==> config.mk <==
export PLATFORM = sky130hd
export DESIGN_NAME = shebang_line_parser
export DESIGN_NICKNAME = d
export VERILOG_FILES = /design/src/rtl/core/sbp_pkg.sv /design/src/rtl/core/sbp_parse.sv /design/src/rtl/core/shebang_line_parser.sv
export SDC_FILE = /design/constraint.sdc
export NUM_CORES = 1
export LEC_CHECK = 0
export BUFFER_PORTS_ARGS = -buffer_cell sky130_fd_sc_hd__buf_4
export CAP_MARGIN = 10
export CORE_UTILIZATION = 65
export DETAILED_ROUTE_END_ITERATION = 7
export MAX_ROUTING_LAYER = met4
export PLACE_DENSITY_LB_ADDON = 0.12
export RECOVER_POWER = 25
export SLEW_MARGIN = 30
export SYNTH_ARGS = -nofsm -noshare
export SYNTH_HDL_FRONTEND = slang
export SYNTH_SLANG_ARGS = --single-unit
==> constraint.sdc <==
create_clock -name clk -period 7.3 [get_ports clk]
set_input_delay 0.73 -clock clk [delete_from_list [all_inputs] [get_ports clk]]
set_output_delay 0.73 -clock clk [all_outputs]
set_load 0.05 [all_outputs]
==> src/rtl/core/sbp_pkg.sv <==
// Shared constants, types and helpers for the shebang line parser.
`timescale 1ns / 1ps

package sbp_pkg;

	localparam int LINE_MAX_DEF = 256;

	// parse phase codes
	localparam logic [2:0] PH_DONE   = 3'd0;
	localparam logic [2:0] PH_HASH   = 3'd1;
	localparam logic [2:0] PH_BANG   = 3'd2;
	localparam logic [2:0] PH_PRE    = 3'd3;
	localparam logic [2:0] PH_INTERP = 3'd4;
	localparam logic [2:0] PH_GAP    = 3'd5;
	localparam logic [2:0] PH_ARG    = 3'd6;

	localparam logic [7:0] CH_HASH = 8'h23;
	localparam logic [7:0] CH_BANG = 8'h21;
	localparam logic [7:0] CH_SP   = 8'h20;
	localparam logic [7:0] CH_TAB  = 8'h09;
	localparam logic [7:0] CH_NL   = 8'h0a;
	localparam logic [7:0] CH_NUL  = 8'h00;

	typedef struct packed {
		logic       is_script;
		logic [7:0] interp_offset;
		logic [8:0] interp_length;
		logic       has_arg;
		logic [7:0] arg_offset;
		logic [8:0] arg_length;
	} result_t;

	function automatic logic is_blank(input logic [7:0] c);
		return c inside {CH_SP, CH_TAB};
	endfunction

	function automatic logic is_term(input logic [7:0] c);
		return c inside {CH_NL, CH_NUL};
	endfunction

endpackage

==> src/rtl/core/sbp_parse.sv <==
// Line state registers and the per-byte parse step.
`timescale 1ns / 1ps

module sbp_parse #(
	parameter int LINE_MAX = sbp_pkg::LINE_MAX_DEF
) (
	input  logic             clk,
	input  logic             arst_n,
	input  logic             step_en,
	input  logic [7:0]       byte_in,
	input  logic             start_in,
	input  logic             end_in,
	output logic             emit,
	output sbp_pkg::result_t res
);
	import sbp_pkg::*;

	localparam int PW = $clog2(LINE_MAX + 1);
	localparam int DW = (PW > 9) ? PW : 9;
	localparam logic [DW-1:0] LMAX = DW'(LINE_MAX);

	typedef struct packed {
		logic [2:0]    phase;
		logic [DW-1:0] pos;
		logic [DW-1:0] ib;
		logic [DW-1:0] istop;
		logic [DW-1:0] ab;
		logic [DW-1:0] ae;
	} pst_t;

	typedef struct packed {
		pst_t st;
		logic fire;
		logic ok;
		logic arg;
	} tk_t;

	function automatic tk_t take(input pst_t s, input logic [7:0] c);
		tk_t t;
		t      = '0;
		t.st   = s;
		case (s.phase)
			PH_HASH: begin
				if (c == CH_HASH) t.st.phase = PH_BANG;
				else begin
					t.fire = 1'b1;
					t.st.phase = PH_DONE;
				end
			end
			PH_BANG: begin
				if (c == CH_BANG) t.st.phase = PH_PRE;
				else begin
					t.fire = 1'b1;
					t.st.phase = PH_DONE;
				end
			end
			PH_PRE: begin
				if (is_term(c)) begin
					t.fire = 1'b1;
					t.st.phase = PH_DONE;
				end else if (!is_blank(c)) begin
					t.st.ib = s.pos;
					t.st.phase = PH_INTERP;
				end
			end
			PH_INTERP: begin
				if (is_blank(c)) begin
					t.st.istop = s.pos;
					t.st.phase = PH_GAP;
				end else if (is_term(c)) begin
					t.st.istop = s.pos;
					t.fire = 1'b1;
					t.ok = 1'b1;
					t.st.phase = PH_DONE;
				end
			end
			PH_GAP: begin
				if (is_term(c)) begin
					t.fire = 1'b1;
					t.ok = 1'b1;
					t.st.phase = PH_DONE;
				end else if (!is_blank(c)) begin
					t.st.ab = s.pos;
					t.st.ae = s.pos + 1'b1;
					t.st.phase = PH_ARG;
				end
			end
			PH_ARG: begin
				if (is_term(c)) begin
					t.fire = 1'b1;
					t.ok = 1'b1;
					t.arg = 1'b1;
					t.st.phase = PH_DONE;
				end else if (!is_blank(c)) begin
					t.st.ae = s.pos + 1'b1;
				end
			end
			default: begin
				t.st.phase = PH_DONE;
			end
		endcase
		t.st.pos = s.pos + 1'b1;
		return t;
	endfunction

	pst_t          st_q;
	pst_t          st0;
	tk_t           t1;
	tk_t           t2;
	tk_t           fin;
	logic          skip;
	logic          second;
	logic [DW-1:0] ilen;
	logic [DW-1:0] alen;

	always_comb begin
		st0 = st_q;
		if (start_in) begin
			st0 = '0;
			st0.phase = PH_HASH;
		end
		skip   = (st0.phase == PH_DONE) || (st0.pos >= LMAX);
		t1     = take(st0, byte_in);
		// implied NUL after the last byte or at the length limit
		t2     = take(t1.st, CH_NUL);
		second = !t1.fire && (t1.st.phase != PH_DONE) && (end_in || (t1.st.pos >= LMAX));
		if (skip) begin
			fin = '0;
			fin.st = st0;
		end else if (second) begin
			fin = t2;
		end else begin
			fin = t1;
		end
	end

	assign ilen = fin.st.istop - fin.st.ib;
	assign alen = fin.st.ae - fin.st.ab;
	assign emit = fin.fire;

	always_comb begin
		res = '0;
		if (fin.ok) begin
			res.is_script     = 1'b1;
			res.interp_offset = fin.st.ib[7:0];
			res.interp_length = ilen[8:0];
			if (fin.arg) begin
				res.has_arg    = 1'b1;
				res.arg_offset = fin.st.ab[7:0];
				res.arg_length = alen[8:0];
			end
		end
	end

	always_ff @(posedge clk or negedge arst_n) begin
		if (!arst_n) begin
			st_q <= {PH_DONE, {(5 * DW){1'b0}}};
		end else if (step_en) begin
			st_q <= fin.st;
		end
	end

endmodule

==> src/rtl/core/shebang_line_parser.sv <==
// Top level of the shebang line parser: word registers and handshake.
//
// Input channel: one byte word per handshake (in_valid / in_ready) with
// line_start marking offset 0 of a line and data_end marking the last byte.
// Output channel: one result word per finished line (out_valid / out_ready)
// giving is_script, interpreter offset/length and argument flag/offset/length.
// A line yields exactly one result: at its newline or NUL, at the NUL implied
// after data_end or at offset LINE_MAX, or as soon as it is rejected.
// Bytes after a decision give nothing until the next line_start.
// A deciding byte passes the input register, then the parse step loads its result into the output register.
// Throughput: one byte per cycle while no deciding byte stalls, set by the combinational parse step
// between the input register and the result register.
// A finished result waits in the output register while the next bytes are
// taken; only a byte that decides a line stalls, and only while the previous
// result is still held by the receiver (in_ready then drops).
// Reset clears the pending words; the parser waits for a line_start byte.
`timescale 1ns / 1ps

module shebang_line_parser #(
	parameter int LINE_MAX = sbp_pkg::LINE_MAX_DEF
) (
	input  logic       clk,
	input  logic       arst_n,
	input  logic       in_valid,
	output logic       in_ready,
	input  logic [7:0] byte_value,
	input  logic       line_start,
	input  logic       data_end,
	output logic       out_valid,
	input  logic       out_ready,
	output logic       is_script,
	output logic [7:0] interp_offset,
	output logic [8:0] interp_length,
	output logic       has_arg,
	output logic [7:0] arg_offset,
	output logic [8:0] arg_length
);
	import sbp_pkg::*;

	logic       valid_s1;
	logic [7:0] byte_s1;
	logic       start_s1;
	logic       end_s1;
	logic       emit;
	logic       advance;
	logic       out_valid_q;
	result_t    res;
	result_t    res_q;

	sbp_parse #(
		.LINE_MAX(LINE_MAX)
	) u_parse (
		.clk     (clk),
		.arst_n  (arst_n),
		.step_en (advance),
		.byte_in (byte_s1),
		.start_in(start_s1),
		.end_in  (end_s1),
		.emit    (emit),
		.res     (res)
	);

	assign advance  = valid_s1 && (!emit || !out_valid_q || out_ready);
	assign in_ready = !valid_s1 || advance;

	always_ff @(posedge clk or negedge arst_n) begin
		if (!arst_n) begin
			valid_s1 <= 1'b0;
		end else if (in_valid && in_ready) begin
			valid_s1 <= 1'b1;
		end else if (advance) begin
			valid_s1 <= 1'b0;
		end
	end

	always_ff @(posedge clk) begin
		if (in_valid && in_ready) begin
			byte_s1  <= byte_value;
			start_s1 <= line_start;
			end_s1   <= data_end;
		end
	end

	always_ff @(posedge clk or negedge arst_n) begin
		if (!arst_n) begin
			out_valid_q <= 1'b0;
		end else if (advance && emit) begin
			out_valid_q <= 1'b1;
		end else if (out_ready) begin
			out_valid_q <= 1'b0;
		end
	end

	always_ff @(posedge clk) begin
		if (advance && emit) begin
			res_q <= res;
		end
	end

	assign out_valid     = out_valid_q;
	assign is_script     = res_q.is_script;
	assign interp_offset = res_q.interp_offset;
	assign interp_length = res_q.interp_length;
	assign has_arg       = res_q.has_arg;
	assign arg_offset    = res_q.arg_offset;
	assign arg_length    = res_q.arg_length;

	// never overwrite a result word the receiver has not taken
	a_no_overwrite: assert property (@(posedge clk) disable iff (!arst_n)
		!(advance && emit && out_valid_q && !out_ready))
		else $error("result word overwritten while stalled");

	a_load_shows: assert property (@(posedge clk) disable iff (!arst_n)
		(advance && emit) |=> out_valid_q)
		else $error("loaded result not presented");

	a_hold_s1: assert property (@(posedge clk) disable iff (!arst_n)
		(valid_s1 && !advance) |=> (valid_s1 && $stable(byte_s1) && $stable(start_s1)))
		else $error("stalled input word lost");

	a_reject_zero: assert property (@(posedge clk) disable iff (!arst_n)
		(out_valid_q && !res_q.is_script) |-> (res_q.interp_offset == 8'd0
			&& res_q.interp_length == 9'd0 && !res_q.has_arg
			&& res_q.arg_offset == 8'd0 && res_q.arg_length == 9'd0))
		else $error("rejected line with nonzero fields");

	a_arg_needs_script: assert property (@(posedge clk) disable iff (!arst_n)
		(out_valid_q && res_q.has_arg) |-> res_q.is_script)
		else $error("argument flagged on rejected line");

endmodule
Word level (Yosys, flattened, before mapping)
Index checks and enable logic that the tools add are counted.

storage, ports and cells
  word-level logic and storage cells = 107
  bits of input ports = 14
  output and inout port bits = 38
  bits in registers = 96

cells by class
  add/subtract/negate cells = 4
  magnitude comparators = 2
  reductions and logical operators = 24
  muxes and demuxes = 43
  eq/ne operators = 17

operators with widths
  cell                                                       number
  2-to-1 mux 51 bit                                          2
  2-to-1 mux 9 bit                                           10
  2-to-1 mux 18 bit                                          3
  2-to-1 mux 48 bit                                          1
  2-to-1 mux 36 bit                                          1
  equality test 8 x 6 -> 1 bit (second input constant)       3
  2-to-1 mux 3 bit                                           7
  adder 9 x 1 -> 9 bit (second input constant)               2
  equality test 3 bit (second input constant)                6
  greater-or-equal comparator 9 bit (second input constant)  2
  one-hot mux 3 bit (6 select lines)                         1
  one-hot mux 9 bit (2 select lines)                         1
  subtractor 9 bit                                           2
  equality test 8 x 4 -> 1 bit (second input constant)       2
  equality test 3 x 2 -> 1 bit (second input constant)       4
  2-to-1 mux 1 bit                                           11
  zero test 8 bit                                            1
  2-to-1 mux 2 bit                                           4
  nonzero test 2 bit                                         4
  equality test 3 x 1 -> 1 bit (second input constant)       2
  one-hot mux 1 bit (6 select lines)                         1
  OR reduction 6 bit                                         1
  logical AND 1 bit                                          5
  logical OR 1 bit                                           5
  6 further kinds                                            9

Logic depth before layout (Yosys ltp)
  depth in word-level cells = 17
  depth in mapped cells = 22
  mapped depth without buffers = 21

Hierarchy
From an unflattened synthesis, not the netlist that was laid out.

unflattened totals
  cells, all modules = 615
  area, all modules = 5945.7 sq um

by module, submodules not included
  module               seq. area each (sq um)  instances  area an instance (sq um)  cells each
  sbp_parse            1201.2                  1          4456.8                    559
  shebang_line_parser  1431.4                  1          1488.9                    56

Least setup slack after synthesis
No wires, ideal clock.

  kind = register -> register
  start point = register start_s1
  end point = register res_q (netlist bit interp_length[8]) (data pin)
  data arrival time = 4592 ps
  cell stages (with the launch flop) = 23
  period minus slack after synthesis = 4858 ps
  path buffers = 3
  required time = 7034 ps
  setup time = 266 ps
  path slack = 2442 ps
  cell sequence = edfxtp_1 clkbuf_1 buf_1 nor2b_1 ha_1 nand4_1 or4_1 nand3b_1 nor2b_1 nand3_1 buf_4 o32ai_1 a31oi_1 ha_1 fa_1 nor2b_1 o21ai_0 a21boi_0 o21ai_0 a21oi_1 xnor2_1 xnor2_1 nor2_1

on the way
  longest elaborated chain between the ends = 10
  elaborated cells on any way between the ends = 41
  classes of those cells = add/sub (2); order compare (2); eq/ne (9); mux (20); reduce/logical (8)

ends and longest elaborated chain
  item                                                                          line                       source
  start: declaration                                                            shebang_line_parser.sv:42  logic start_s1;
  start signal: assignment                                                      shebang_line_parser.sv:79  start_s1 <= line_start;
  2-to-1 mux 48 bit *                                                           sbp_parse.sv:118           if (start_in) begin
  parallel branches: the longest is 7 deep, another holds adder 9 x 1 -> 9 bit  -
  2-to-1 mux 51 bit *                                                           sbp_parse.sv:127           if (skip) begin
  subtractor 9 bit                                                              sbp_parse.sv:137           assign ilen = fin.st.istop - fin.st.ib;
  end signal: assignment                                                        shebang_line_parser.sv:96  res_q <= res;
  end: declaration                                                              shebang_line_parser.sv:48  result_t res_q;

Mark *: on every way between the ends.
A chain may end at the register's enable or synchronous reset.

Final worst setup path
Same ends and word-level chain as after synthesis.

==> impl_results.md <==
- Outcome: complete, but fails checks
- Failing checks: capacitance limit, slew limit
- DP Worst Slack: 1740 ps
- Fill cells: 605
- Distinct cells, synth: 71
- DRC: 0
- Most area-consuming cells after synthesis: edfxtp_1, dfrtp_1, mux2_2
- Post-route setup slack: 1570 ps
- Sequential cell area: 2630 µm²
- # Post-CTS Setup Buffers: 0
- CTS root buf: clkbuf_8
- Final Hold Fails: 0
- Max Fclk: 174 MHz
- Maximum clock path buffer count: 2
- Mean post-synth cell area: 10.0 µm²
- Post-route ant nets: 0
- Global-route wire length before repair: 22200 µm
- Slew headroom: -0.870
- Reg clk slew, reported paths: 100 ps
- Netlist Area Pre-Place: 5740 µm²
- Hold Path Class: register to register
- Pin count of the biggest net entering global routing: 51
- Layout cells sized above 1: 0.195
- FP Rows: 33
- Crit. End Element: register
- Max VDD drop: 0.000125 V
- Slew Limit Fails: 51
- Post-layout util: 0.759
- Lkg Pwr: 2.61 nW
- Hold-fix buffers, CTS: 0
- DP HPWL: 9900 µm
- Die footprint: 9210 µm²
- Overflow left after global routing: 0
- P&R area growth vs syn: 10.8%
- Num CTS Buffers: 9
- CORE AREA: 8380 µm²
- Yosys reg bits: 96
- Critical path arrival: 5870 ps
- Critical-path maximum fanout: 41
- Gpl congestion: 0.888
- Fin crit period: 5730 ps
- Detailed router's first-iteration violation count: 274
- CP startpoint kind: register
- Area share of the largest cell type after synthesis: 0.241
- Fin nets: 646
- DRT Wirelength: 13800 µm
- Sum Neg Setup Slack: 0 ps
- GRT Overall Usage: 0.331
- Cells after Synth: 573
- Iteration count of the initial detailed-routing pass: 5
- Data required time of the worst path: 7430 ps
- Multi-input gate area: 2880 µm²
- Post-synth EDFFs: 46
- Commonest non-fill, non-tap cell in the layout: nor2_1
- Die H: 96.0 µm
- Post-CTS Resized: 0
- Initial antenna violation count: 0
- Vias/cell: 6.28
- Via count: 4525
- Critical path class: register to register
- Final Skew: 18.9 ps
- Antenna Cells: 0
- Die W: 96.0 µm
- Pwr/cell area: 179 nW/µm²
- Primary FF master, synth: dfrtp_1
- CTS sink cnt: 96
- Vias in the first global route: 4571
- Number of H-tree levels: 3
- Synth async-reset ratio: 0.521
- Final setup viols: 0
- Post-synth top area cell: edfxtp_1
- Period utilisation layout: 0.785
- Number of port buffers: 51
- WL per Instance: 19.2 µm
- Worst Max-Slew Pin Slew: 2810 ps
- MaxCap Viol Count: 1
- Mapped Nets: 608
- Ports: 52
- RSZ-0062 raised after global routing: no
- TritonCTS clock tree: built
- Clk_lat worst skew: 370 ps
- Synth warnings: 0
- Post-synthesis sequential area ratio: 0.459
- Commonest cells after routing, fill and taps aside: nor2_1, dfrtp_1, edfxtp_1, buf_4, nand2_1
- Starting density of the core: 0.685
-- worst max-delay path: stages (launching register included) --
cell	delay, ps
edfxtp_1	380
buf_4	280
nor2b_1	400
ha_1	370
nand4_1	150
or4_1	430
nand3b_1	220
nor2b_1	240
nand3_1	400
o32ai_1	370
a31oi_1	120
ha_1	290
fa_1	440
nor2b_1	180
o21ai_0	140
a21boi_0	310
o21ai_0	170
a21oi_1	210
xnor2_1	170
xnor2_1	150
nor2_1	50
-- power by group --
part	switching, W	internal [W]	leakage [nW]
Sequential	0.0000234	0.000588	1.11
Combinational	0.000109	0.0000586	1.40
Clock	0.000198	0.000163	0.0989
-- metal layers --
layer  global-route usage  share of wire
met1                0.412           0.43
met2                0.555           0.50
met3               0.0490          0.056
met4                0.108          0.020
met5                    -              0
-- flip-flops by register name (all words and copies together), names as in the netlist --
register and cells:
has_arg 1, valid_s1 1, byte_s1 8, start_s1 1, interp_length 9, arg_length 9, end_s1 1, out_valid 1
is_script 1, u_parse.st_q 48, interp_offset 8, arg_offset 8
-- synthesized netlist by cell type (all sizes together) (2+ instances only) --
cell type	n
nand2	41
buf	18
nand3b	5
a21boi	4
and4	2
ha	19
a21oi	32
xnor2	17
nand2b	6
xor2	6
o22a	2
o31ai	12
o22ai	3
or3	4
and3	5
inv	26
clkbuf	12
nor4b	2
o21a	5
a21bo	2
nor4	2
edfxtp	46
nor2	67
a31oi	10
fa	2
nor3b	2
nand4	5
nor3	12
a22oi	3
mux2	26
and2	2
nor2b	9
or2	6
o211ai	4
o21ai	38
mux2i	11
nand3	22
a211o	2
dfrtp	50
a21o	14
or4	2
-- worst paths after layout --
| kind | startpoint | endpoint | slack, ps | cells after the start |
|---|---|---|---|---|
| max in group asynchronous | arst_n | u_parse.st_q[18]$_DFFE_PN0P_ | 4460 | 1 |
| min in group asynchronous | arst_n | u_parse.st_q[12]$_DFFE_PN0P_ | 1250 | 1 |
| hold reg to reg | u_parse.st_q[1]$_DFFE_PN0P_ | u_parse.st_q[1]$_DFFE_PN0P_ | 520 | 1 |
| hold / removal | u_parse.st_q[1]$_DFFE_PN0P_ | u_parse.st_q[1]$_DFFE_PN0P_ | 520 | 1 |
| setup / recovery | start_s1$_DFFE_PP_ | interp_length[8]$_SDFFCE_PN0P_ | 1570 | 20 |
| setup reg to reg | start_s1$_DFFE_PP_ | interp_length[8]$_SDFFCE_PN0P_ | 1570 | 20 |
-- cell families after synthesis --
group           Yosys count  synth area share
buf+inv                  56            0.0419
mux                      37            0.0702
simple gates            197             0.179
xor+xnor                 23            0.0351
fa+ha+maj                21            0.0484
flops                    96             0.459
compound gates          143             0.167
-- layout make-up --
cell class              instances  share of cell area
clock inverters                 5              0.0102
inverters                      26              0.0153
clock buffers                  11              0.0207
repair buffers                 57              0.0667
multi-input cells             421               0.452
well taps                     105              0.0207
flip-flops and latches         96               0.414
-- stage by stage --
step / instance area, µm² / total power (W) / hold slack (ps) / std cells
5_1_grt: 6360 / 0.00118 / 541 / 721
3_3_place_gp: 6170 / 0.000782 / 474 / 705
4_1_cts: 6360 / 0.00114 / 411 / 721
2_1_floorplan: 5740 / 0.000735 / 434 / 573
6_report: 6360 / 0.00114 / 520 / 721
3_5_place_dp: 6170 / 0.000787 / 498 / 705
Power figures use the tool's default switching activity.
